File: src/hdl/pbq_pkg.sv
// ----------------------------------------------------------------------------
// pbq_pkg
// Shared types and constants for the process block pool and queue manager.
// ----------------------------------------------------------------------------
`default_nettype none
package pbq_pkg;
   localparam int PROCESSES = 32;
   localparam int QUEUES    = 8;
   localparam int LISTS     = QUEUES + 1;
   localparam int BW        = $clog2(PROCESSES);
   localparam int LW        = $clog2(LISTS + 1);
   localparam int CW        = $clog2(PROCESSES + 1);

   typedef logic [BW-1:0] blk_type;
   typedef logic [LW-1:0] tag_type;
   typedef logic [CW-1:0] cnt_type;

   localparam tag_type TAG_FREE = tag_type'(0);
   localparam tag_type TAG_NONE = tag_type'(QUEUES + 1);

   typedef enum logic [3:0] {
      OP_ALLOC    = 4'd0,
      OP_FREE     = 4'd1,
      OP_CLEAR    = 4'd2,
      OP_ENQ      = 4'd3,
      OP_PEEK     = 4'd4,
      OP_DEQ      = 4'd5,
      OP_REMOVE   = 4'd6,
      OP_ADDCHILD = 4'd7,
      OP_RMCHILD  = 4'd8,
      OP_DETACH   = 4'd9,
      OP_QUERY    = 4'd10
   } op_type;

   typedef enum logic [2:0] {
      ST_IDLE,
      ST_RD1,
      ST_RD2,
      ST_WR,
      ST_RESP
   } state_type;
endpackage
`default_nettype wire

File: src/hdl/process_block_pool_queue_tree_top.sv
// An accepted item passes through the states check (ST_RD1), spare (ST_RD2) and
// write back (ST_WR) before its result is offered in ST_RESP, where it is held
// through any output stall.
// Items do not overlap; the next item is taken only after the previous result
// is accepted.
// Reset: synchronous; the pool is rebuilt by a clearing sweep over all
// PROCESSES blocks after reset, during which no item is accepted.
// ----------------------------------------------------------------------------
// process_block_pool_queue_tree_top
// Process block pool: free list, queues and parent/child sibling lists.
// ----------------------------------------------------------------------------
`default_nettype none
module process_block_pool_queue_tree_top (
   input  wire logic           clock,
   input  wire logic           reset,
   input  wire logic           req_valid,
   output logic                req_ready,
   input  wire logic [3:0]     req_operation,
   input  wire logic [2:0]     req_queue_id,
   input  wire logic [4:0]     req_block,
   input  wire logic [4:0]     req_parent_block,
   output logic                rsp_valid,
   input  wire logic           rsp_ready,
   output logic                rsp_ok,
   output logic [4:0]          rsp_result_block,
   output logic                rsp_queue_empty,
   output logic                rsp_no_children
);
   import pbq_pkg::*;

   // Per-block record kept in flip-flops indexed by block; the link fields
   // are read at chosen addresses, so they live in register files written
   // through the sequencer below.
   blk_type nxt_ff [PROCESSES];
   blk_type prv_ff [PROCESSES];
   tag_type tag_ff [PROCESSES];
   blk_type snx_ff [PROCESSES];
   blk_type spv_ff [PROCESSES];
   blk_type par_ff [PROCESSES];
   logic    hp_ff  [PROCESSES];
   logic    isl_ff [PROCESSES];
   blk_type cf_ff  [PROCESSES];
   blk_type cl_ff  [PROCESSES];
   cnt_type cc_ff  [PROCESSES];
   blk_type lf_ff  [LISTS];
   blk_type ll_ff  [LISTS];
   cnt_type ls_ff  [LISTS];

   logic    init_ff;
   blk_type init_cnt_ff;
   state_type st_ff, st_in;

   op_type  op_ff;
   logic [2:0] q_ff;
   blk_type b_ff, pb_ff;
   logic    ok_ff;
   blk_type res_ff;

   logic    qv, bv;
   tag_type l;
   assign qv = ({1'b0, q_ff} < 4'(QUEUES));
   assign bv = 1'b1;
   assign l  = tag_type'(q_ff) + tag_type'(1);

   assign req_ready = (st_ff == ST_IDLE) && !init_ff;
   assign rsp_valid = (st_ff == ST_RESP);
   assign rsp_ok = ok_ff;
   assign rsp_result_block = res_ff;

   always_comb begin
      st_in = st_ff;
      unique case (st_ff)
         ST_IDLE: if (req_valid && req_ready) st_in = ST_RD1;
         ST_RD1:  st_in = ST_RD2;
         ST_RD2:  st_in = ST_WR;
         ST_WR:   st_in = ST_RESP;
         ST_RESP: if (rsp_ready) st_in = ST_IDLE;
         default: st_in = ST_IDLE;
      endcase
   end

   always_ff @(posedge clock) begin
      if (reset) begin
         st_ff <= ST_IDLE;
      end else begin
         st_ff <= st_in;
      end
   end

   // Operands of the work: target block, go flag and the tag of the list to unlink from.
   blk_type tb_ff;
   logic    go_ff;
   tag_type ul_ff;

   always_ff @(posedge clock) begin
      blk_type p, n, t, par;
      cnt_type sz;
      if (reset) begin
         init_ff <= 1'b1;
         init_cnt_ff <= '0;
      end else if (init_ff) begin
         nxt_ff[init_cnt_ff] <= init_cnt_ff + blk_type'(1);
         prv_ff[init_cnt_ff] <= (init_cnt_ff == '0) ? '0 : init_cnt_ff - blk_type'(1);
         tag_ff[init_cnt_ff] <= TAG_FREE;
         hp_ff[init_cnt_ff]  <= 1'b0;
         isl_ff[init_cnt_ff] <= 1'b0;
         cc_ff[init_cnt_ff]  <= '0;
         if (init_cnt_ff < blk_type'(LISTS)) begin
            lf_ff[init_cnt_ff[LW-1:0]] <= '0;
            ll_ff[init_cnt_ff[LW-1:0]] <= (init_cnt_ff == '0) ? blk_type'(PROCESSES-1) : '0;
            ls_ff[init_cnt_ff[LW-1:0]] <= (init_cnt_ff == '0) ? cnt_type'(PROCESSES) : '0;
         end
         if (init_cnt_ff == blk_type'(PROCESSES-1)) init_ff <= 1'b0;
         init_cnt_ff <= init_cnt_ff + blk_type'(1);
      end else begin
         unique case (st_ff)
            ST_IDLE: if (req_valid && req_ready) begin
               op_ff <= op_type'(req_operation);
               q_ff  <= req_queue_id;
               b_ff  <= req_block;
               pb_ff <= req_parent_block;
            end
            ST_RD1: begin
               go_ff <= 1'b0;
               tb_ff <= b_ff;
               ul_ff <= l;
               res_ff <= '0;
               ok_ff <= 1'b0;
               unique case (op_ff)
                  OP_ALLOC: if (ls_ff[0] != '0) begin
                     go_ff <= 1'b1; tb_ff <= lf_ff[0]; ul_ff <= TAG_FREE;
                  end
                  OP_FREE: if (bv && tag_ff[b_ff] == TAG_NONE && !isl_ff[b_ff] &&
                               cc_ff[b_ff] == '0) go_ff <= 1'b1;
                  OP_CLEAR: if (qv && ls_ff[l] == '0) ok_ff <= 1'b1;
                  OP_ENQ: if (qv && tag_ff[b_ff] == TAG_NONE) go_ff <= 1'b1;
                  OP_PEEK: if (qv && ls_ff[l] != '0) begin
                     ok_ff <= 1'b1; res_ff <= lf_ff[l];
                  end
                  OP_DEQ: if (qv && ls_ff[l] != '0) begin
                     go_ff <= 1'b1; tb_ff <= lf_ff[l];
                  end
                  OP_REMOVE: if (qv && tag_ff[b_ff] == l) go_ff <= 1'b1;
                  OP_ADDCHILD: if (!isl_ff[b_ff]) go_ff <= 1'b1;
                  OP_RMCHILD: if (cc_ff[b_ff] != '0) begin
                     go_ff <= 1'b1; tb_ff <= cf_ff[b_ff];
                  end
                  OP_DETACH: if (hp_ff[b_ff] && isl_ff[b_ff]) go_ff <= 1'b1;
                  OP_QUERY: begin ok_ff <= 1'b1; res_ff <= b_ff; end
                  default: ;
               endcase
            end
            ST_RD2: ;
            ST_WR: begin
               t = tb_ff;
               if (go_ff) begin
                  ok_ff <= 1'b1;
                  res_ff <= t;
                  unique case (op_ff)
                     OP_ALLOC, OP_DEQ, OP_REMOVE: begin
                        p = prv_ff[t]; n = nxt_ff[t];
                        if (lf_ff[ul_ff] == t) lf_ff[ul_ff] <= n; else nxt_ff[p] <= n;
                        if (ll_ff[ul_ff] == t) ll_ff[ul_ff] <= p; else prv_ff[n] <= p;
                        ls_ff[ul_ff] <= ls_ff[ul_ff] - cnt_type'(1);
                        tag_ff[t] <= TAG_NONE;
                        if (op_ff == OP_ALLOC) begin
                           hp_ff[t] <= 1'b0; isl_ff[t] <= 1'b0; cc_ff[t] <= '0;
                        end
                     end
                     OP_FREE, OP_ENQ: begin
                        sz = ls_ff[(op_ff == OP_FREE) ? TAG_FREE : l];
                        tag_ff[t] <= (op_ff == OP_FREE) ? TAG_FREE : l;
                        nxt_ff[t] <= '0;
                        if (op_ff == OP_FREE) begin
                           if (sz == '0) begin lf_ff[0] <= t; prv_ff[t] <= '0; end
                           else begin nxt_ff[ll_ff[0]] <= t; prv_ff[t] <= ll_ff[0]; end
                           ll_ff[0] <= t; ls_ff[0] <= sz + cnt_type'(1);
                        end else begin
                           if (sz == '0) begin lf_ff[l] <= t; prv_ff[t] <= '0; end
                           else begin nxt_ff[ll_ff[l]] <= t; prv_ff[t] <= ll_ff[l]; end
                           ll_ff[l] <= t; ls_ff[l] <= sz + cnt_type'(1);
                        end
                        if (ll_ff[(op_ff == OP_FREE) ? TAG_FREE : l] == t && sz != '0)
                           nxt_ff[t] <= t;
                     end
                     OP_ADDCHILD: begin
                        par_ff[t] <= pb_ff; hp_ff[t] <= 1'b1; isl_ff[t] <= 1'b1;
                        snx_ff[t] <= '0;
                        if (cc_ff[pb_ff] == '0) begin cf_ff[pb_ff] <= t; spv_ff[t] <= '0; end
                        else begin
                           snx_ff[cl_ff[pb_ff]] <= t; spv_ff[t] <= cl_ff[pb_ff];
                           if (cl_ff[pb_ff] == t) snx_ff[t] <= t;
                        end
                        cl_ff[pb_ff] <= t; cc_ff[pb_ff] <= cc_ff[pb_ff] + cnt_type'(1);
                     end
                     OP_RMCHILD, OP_DETACH: begin
                        par = (op_ff == OP_RMCHILD) ? b_ff : par_ff[t];
                        p = spv_ff[t]; n = snx_ff[t];
                        if (cf_ff[par] == t) cf_ff[par] <= n; else snx_ff[p] <= n;
                        if (cl_ff[par] == t) cl_ff[par] <= p; else spv_ff[n] <= p;
                        cc_ff[par] <= cc_ff[par] - cnt_type'(1);
                        isl_ff[t] <= 1'b0;
                     end
                     default: ;
                  endcase
               end
            end
            ST_RESP: ;
            default: ;
         endcase
      end
   end

   // Status flags read from the state left by the write back.
   logic qe_now, nc_now;
   assign qe_now = qv ? (ls_ff[l] == '0) : 1'b1;
   assign nc_now = (cc_ff[b_ff] == '0);

   assign rsp_queue_empty = qe_now;
   assign rsp_no_children = nc_now;

   a_ready_idle: assert property (@(posedge clock) disable iff (reset)
      req_ready |-> !rsp_valid) else $error("ready while result pending");
   a_init_block: assert property (@(posedge clock) disable iff (reset)
      init_ff |-> !req_ready) else $error("item taken during sweep");
   a_resp_hold: assert property (@(posedge clock) disable iff (reset)
      rsp_valid && !rsp_ready |=> rsp_valid) else $error("result dropped");
endmodule
`default_nettype wire

File: config.mk
export PLATFORM = sky130hd
export DESIGN_NAME = process_block_pool_queue_tree_top
export DESIGN_NICKNAME = d
export VERILOG_FILES = /design/src/hdl/pbq_pkg.sv /design/src/hdl/process_block_pool_queue_tree_top.sv
export SDC_FILE = /design/constraint.sdc
export NUM_CORES = 2
export LEC_CHECK = 0
export BUFFER_PORTS_ARGS = -buffer_cell sky130_fd_sc_hd__buf_2
export CAP_MARGIN = 10
export CORE_MARGIN = 1.5
export CORE_UTILIZATION = 65
export CTS_CLUSTER_DIAMETER = 80
export DETAILED_ROUTE_END_ITERATION = 16
export GPL_ROUTABILITY_DRIVEN = 1
export GPL_TIMING_DRIVEN = 0
export HOLD_SLACK_MARGIN = 0.05
export PLACE_DENSITY = 0.81
export SLEW_MARGIN = 5
export SYNTH_ARGS = -nofsm -noshare
export SYNTH_HDL_FRONTEND = slang
export SYNTH_SLANG_ARGS = --single-unit
File: constraint.sdc
create_clock -name clock -period 9.31 [get_ports clock]
set_input_delay 1.862 -clock clock [delete_from_list [all_inputs] [get_ports clock]]
set_output_delay 1.862 -clock clock [all_outputs]
set_load 0.01 [all_outputs]
# Yosys cells after proc, flatten, opt, wreduce, memory -nomap -nowiden
# Memories as Yosys holds them, arrays and structs flattened. A register that Yosys moved wholly into a read port is not among the register bits.
# Index checks and enable logic that the tools add are counted.
classes:
  add_sub_neg: 7
  n_mul: 0
  div_mod_pow: 0
  magnitude_cmp: 1
  n_eq_ne: 29
  n_shift: 0
  mux: 297
  bitwise: 21
  reduce_logical: 51
ops:
  columns: ["operator", "n"]
  rows:
  - ["2-to-1 mux 5 bit", 56]
  - ["2-to-1 mux 1 bit", 208]
  - ["OR reduction 5 bit", 15]
  - ["2-to-1 mux 4 bit", 17]
  - ["equality test 5 bit", 9]
  - ["2-to-1 mux 6 bit", 7]
  - ["OR reduction 6 bit", 6]
  - ["logical NOT 6 bit", 4]
  - ["nonzero test 6 bit", 4]
  - ["case mux 5 bit (2 select lines)", 2]
  - ["equality test 4 x 3 -> 1 bit, second input constant", 4]
  - ["equality test 4 bit, second input constant", 4]
  - ["case mux 3 bit (5 select lines)", 1]
  - ["case mux 5 bit (3 select lines)", 1]
  - ["adder 6 x 1 -> 6 bit, second input constant", 2]
  - ["subtractor 6 x 1 -> 6 bit, second input constant", 2]
  - ["OR 1 bit", 10]
  - ["equality test 4 x 2 -> 1 bit, second input constant", 2]
  - ["case mux 1 bit (8 select lines)", 1]
  - ["AND reduction 4 bit", 2]
  - ["AND 1 bit", 6]
  - ["equality test 3 x 2 -> 1 bit, second input constant", 2]
  - ["logical AND 1 bit", 6]
  - ["2-to-1 mux 3 bit", 2]
  - ["25 further kinds", 33]
totals:
  reg_bits: 42
  latch_bits: 0
  ram_bits: 1648
  rom_bits: 0
  in_bits: 21
  output_inout_bits: 10
  wordCells: 432
  n_memories: 14
mem_list:
  columns: ["name", "words", "word_bits", "read_ports", "rd_ports_with_merged_regs", "write_ports", "line", "text"]
  rows:
  - ["cc_ff", 32, 6, 3, 2, 1, "process_block_pool_queue_tree_top.sv:44", "cnt_type cc_ff [PROCESSES];"]
  - ["cf_ff", 32, 5, 2, 1, 1, "process_block_pool_queue_tree_top.sv:42", "blk_type cf_ff [PROCESSES];"]
  - ["cl_ff", 32, 5, 2, 1, 1, "process_block_pool_queue_tree_top.sv:43", "blk_type cl_ff [PROCESSES];"]
  - ["nxt_ff", 32, 5, 1, 1, 2, "process_block_pool_queue_tree_top.sv:34", "blk_type nxt_ff [PROCESSES];"]
  - ["par_ff", 32, 5, 1, 1, 1, "process_block_pool_queue_tree_top.sv:39", "blk_type par_ff [PROCESSES];"]
  - ["prv_ff", 32, 5, 1, 1, 1, "process_block_pool_queue_tree_top.sv:35", "blk_type prv_ff [PROCESSES];"]
  - ["+8 memories", null, null, null, null, null, null, null]

# Logic depth before layout (Yosys ltp)
# An unclocked memory read counts as a cell.
logic_depth:
  depth_word: 17
  ltp_mapped: 23
  ltp_nobuf: 17

# Worst setup path before layout
# Ideal clock, no wire load.
synth_path:
  path_kind: "reg2reg"
  from: "register (tool-made name)"
  to: "memory cc_ff[0][3] (netlist bit) (data pin)"
  setup_time_ns: 0.454
  arrival_ns: 4.943
  t_required_ns: 8.856
  path_slack_ns: 3.913
  stages_incl_launch_ff: 11
  n_path_buf: 4
  period_less_slack_ns: 5.397
  path_cell_list: "dfxtp_1 > clkbuf_1 > buf_1 > clkbuf_1 > buf_1 > mux4_2 > mux4_2 > mux2i_1 > nor3_1 > xnor2_1 > o21ai_0"
synth_lines:
  columns: ["item", "line"]
  rows:
  - ["end: declaration", "process_block_pool_queue_tree_top.sv:44"]

==> flow_metrics.py <==
metrics = {
    "logic_synthesis": {
        "syn_area_per_cell_um2": 14.3,
        "synthTopCellsByArea": "edfxtp_1 (61%), mux4_2 (14%), nand2_1 (3.0%), mux2i_1 (2.5%), nor2_1 (1.8%)",
        "synthMuxAreaShare_pct": 16.9,
        "yosys_warnings": 0,
        "syn_nets": 5761,
        "synth_top_area_share_pct": 61.4,
        "synthFlopType": "edfxtp_1",
        "synth_compound_gate_area_share_pct": 8.13,
        "ys_ff_latch": 1709,
        "netlist_area_um2": 82200,
        "yosys.area.top_type": "edfxtp_1",
        "synth_fa_ha_area_share_pct": 0.152,
        "async_flop_share_pct": 0,
        "synth_xor_area_share_pct": 0.661,
        "synth_edf_count": 1681,
        "netlist_instances": 5730,
        "synth_top_family_by_area": "multiplexers",
        "synth_cell_types": 99,
        "ys_seq_area_share_pct": 62.1,
        "synthSimpleGateAreaFrac_pct": 9.31,
    },
    "timing": {
        "max_freq_mhz": 123,
        "worst_slack_ns": 1.19,
        "finalMaxSlewViolations": 0,
        "rsz0062_at_grt": "no",
        "skew_ns": 0.0421,
        "worst_pin_slew_ns": 1.44,
        "timing.final.crit_share_pct": 87.2,
        "period_needed_ns": 8.12,
        "setup_tns_ns": 0,
        "setup_viol": 0,
        "relSlewSlack_pct": 3.83,
        "finalHoldViolations": 0,
    },
    "critical_path": {
        "cp_max_fo": 20,
        "r2r-end": "cc_ff[14][5]",
        "r2r_cells": 19,
        "endpoint_kind": "flip-flop",
        "rrSetupSlack_ns": 1.19,
        "critical_path_class": "flip-flop to flip-flop",
        "setup.worst_path.start_class": "flip-flop",
        "critPathArrivalTime_ns": 8.70,
        "critPathRequiredTime_ns": 9.89,
    },
    "grt": {
        "grt_start_max_net_pins": 39,
        "grt_pass1_wl_mm": 391,
        "grt_usage_pct": 43.0,
        "antenna_found_initial": 10,
        "grt_overflow": 0,
        "first_global_vias": 57475,
    },
    "die": {
        "die_area_um2": 129000,
        "die_y_um": 359,
        "num_io_pins": 31,
        "core-area_um2": 126000,
        "die_w_um": 359,
        "initial_core_util_pct": 65.5,
        "placementRows": 130,
    },
    "clock_network": {
        "cts_root_buf": "clkbuf_16",
        "cts_buffers": 171,
        "htreeDepth": 4,
        "clkSlewWorstSetupHoldPaths_ns": 0.06,
        "cts-resized-gates": 0,
        "cts_tree": "built",
        "clock_sinks": 1709,
        "post_cts_buffers": 0,
        "ctsHoldBuffers": 0,
        "clk_path_buf_depth": 3,
        "clk_latency_ns": 0.85,
    },
    "detailed_routing": {
        "routedWlPerCell_um": 35.5,
        "postRouteAntennaNets": 0,
        "first_iter_violations": 11492,
        "vias": 59616,
        "drtPass1Iterations": 7,
        "vias_per_cell": 7.65,
        "drc": 0,
        "wl_mm": 276,
    },
    "min_path": {
        "min_path_type": "flip-flop to flip-flop",
        "min_path_cells": 1,
        "hold_path_end": "st_ff[1]",
        "hp-start": "st_ff[2]",
    },
    "power_and_ir_drop": {
        "power_frac_seq_pct": 52.7,
        "switchingPower_mw": 3.34,
        "internal_power_mw": 12.7,
        "clkPwrFrac_pct": 45.3,
        "ir_worst_vdd_mv": 0.294,
        "pwr-share-comb_pct": 1.9,
        "power_density_nw_per_um2": 175,
        "total_leakage_power_nw": 31.7,
        "swShare_pct": 20.8,
    },
    "final_layout": {
        "fin_nets": 6026,
        "multiInputGateArea_um2": 29100,
        "syn_to_final_growth_pct": 11.1,
        "drive_gt1_share_pct": 17.8,
        "utilization_pct": 72.7,
        "fill_cells": 7719,
        "register_area_um2": 51000,
    },
    "placed_design": {
        "preCtsSetupSlack_ns": 1.58,
        "place_congestion": 1.09,
        "portBuffers": 30,
        "hpwl_mm": 191,
    },
    "outcome": {
        "status": "finished, final reports clean",
    },
    "flow_run": {
        "cap_viol_max_count": 0,
    },
}
[cells in the mapped netlist, types with 26 or more instances]
cell / count
buf_2: 81
and2_1: 44
nand3_1: 230
edfxtp_1: 1681
nor2b_1: 34
o22ai_1: 55
nand4_1: 35
o311ai_0: 28
dfxtp_1: 28
xnor2_1: 50
clkbuf_1: 246
a211oi_1: 26
o21ai_0: 248
nor4_1: 49
nand2_1: 666
o31ai_1: 38
a21o_1: 167
inv_1: 61
a22oi_1: 30
a31oi_1: 58
nand2b_1: 43
nor2_1: 399
buf_1: 75
a21oi_1: 142
mux2_2: 47
and3_1: 35
mux2i_1: 209
nor3_1: 67
mux4_2: 494
[power by group through the flow]
stage          registers [mW]  logic (mW)  clock network, mW
5_1_grt                  8.44       0.319               7.46
2_1_floorplan            8.60       0.172                  0
3_5_place_dp             8.61       0.285                  0
3_3_place_gp             8.61       0.260                  0
6_report                 8.45       0.308               7.26
4_1_cts                  8.45       0.290               7.19
[worst max-delay path: stages, from the launching register on]
cell and delay, ns:
dfxtp_1 0.30, buf_2 0.29, nor2b_1 0.58, a22oi_1 0.25, a211oi_1 0.53, nor4_2 0.19
buf_4 0.23, a21oi_1 0.66, clkbuf_1 0.80, buf_2 0.43, buf_2 0.33, buf_1 0.60
buf_1 0.79, nand3_1 0.17, a311oi_1 0.51, a21oi_1 0.19, mux2i_1 0.27, xnor2_1 0.20
o22ai_4 0.21, buf_16 0.30
[registers in the layout, summed over array words and instances (netlist names), 32 cells and up, named ones only]
| name | cells |
|---|---|
| par_ff | 160 |
| cl_ff | 160 |
| tag_ff | 128 |
| isl_ff | 32 |
| prv_ff | 160 |
| spv_ff | 160 |
| ll_ff | 45 |
| lf_ff | 45 |
| snx_ff | 160 |
| cf_ff | 160 |
| nxt_ff | 160 |
| hp_ff | 32 |
| ls_ff | 54 |
| cc_ff | 192 |
[cells by family (layout without fill, tap and decap cells)]
family | Yosys count | in the layout
multiplexers | 759 | 759
other | 0 | 6
AO/OA/AOI/OAI | 998 | 998
flip-flops | 1709 | 1709
AND/OR/NAND/NOR | 1686 | 1686
adder cells (fa/ha/maj) | 10 | 10
XOR/XNOR | 62 | 62
buffers and inverters | 506 | 916
[area by class of cell]
cell class | instances | share of cell area, %
Clock buffer | 207 | 4.89
Antenna cell | 6 | 0.0164
Tap cell | 1650 | 2.26
Timing Repair Buffer | 92 | 1.06
Inverter | 68 | 0.280
Multi-Input combinational cell | 3515 | 31.9
Sequential cell | 1709 | 55.9
Buffer | 438 | 2.21
Clock inverter | 111 | 1.49
[per-layer routing]
layer / track usage [%] / up-vias / routed length [µm]
met2: 64.7 / 6126 / 122000
met1: 53.3 / 28675 / 87100
met5: 0 / - / 161
met4: 28.0 / 10 / 23200
li1: - / 23190 / -
met3: 15.1 / 1615 / 43800
[how the worst max path moves through the flow]
stage                     depth (start not counted)  slack, ns       from           end
final                                            19       1.19  flip-flop  cc_ff[14][5]
after floorplan                                  10       3.91  flip-flop   cc_ff[0][3]
after CTS                                        15       1.58  flip-flop  snx_ff[8][2]
after global placement                           18      -0.84   op_ff[1]  cc_ff[13][1]
after global routing                             20       1.34  flip-flop  cc_ff[29][4]
after detailed placement                         15       1.58  flip-flop  snx_ff[8][1]
[metrics by stage]
| stage | instance area (µm²) | hold WS (ns) | power, mW | cells |
|---|---|---|---|---|
| 2_1_floorplan | 82200 | 0.469 | 8.77 | 5730 |
| 3_3_place_gp | 84400 | 0.494 | 8.87 | 7410 |
| 3_5_place_dp | 85200 | 0.508 | 8.89 | 7456 |
| 4_1_cts | 91000 | 0.523 | 15.9 | 7774 |
| 5_1_grt | 91300 | 0.573 | 16.2 | 7791 |
| 6_report | 91300 | 0.522 | 16.0 | 7796 |
[cell usage in the layout (no fill, tap or decap), types with 57 or more instances in the layout]
cell type  netlist  layout
a21o_1         167     167
a21oi_1        142     136
a31oi_1         58      57
buf_1           75      75
buf_2           81     129
clkbuf_1       246     272
clkbuf_16        0     173
edfxtp_1      1681    1681
inv_1           61      61
mux2i_1        209     206
mux4_2         494     494
nand2_1        666     666
nand3_1        230     230
nor2_1         399     399
nor3_1          67      66
o21ai_0        248     242
(Power assumes the default switching activity.)
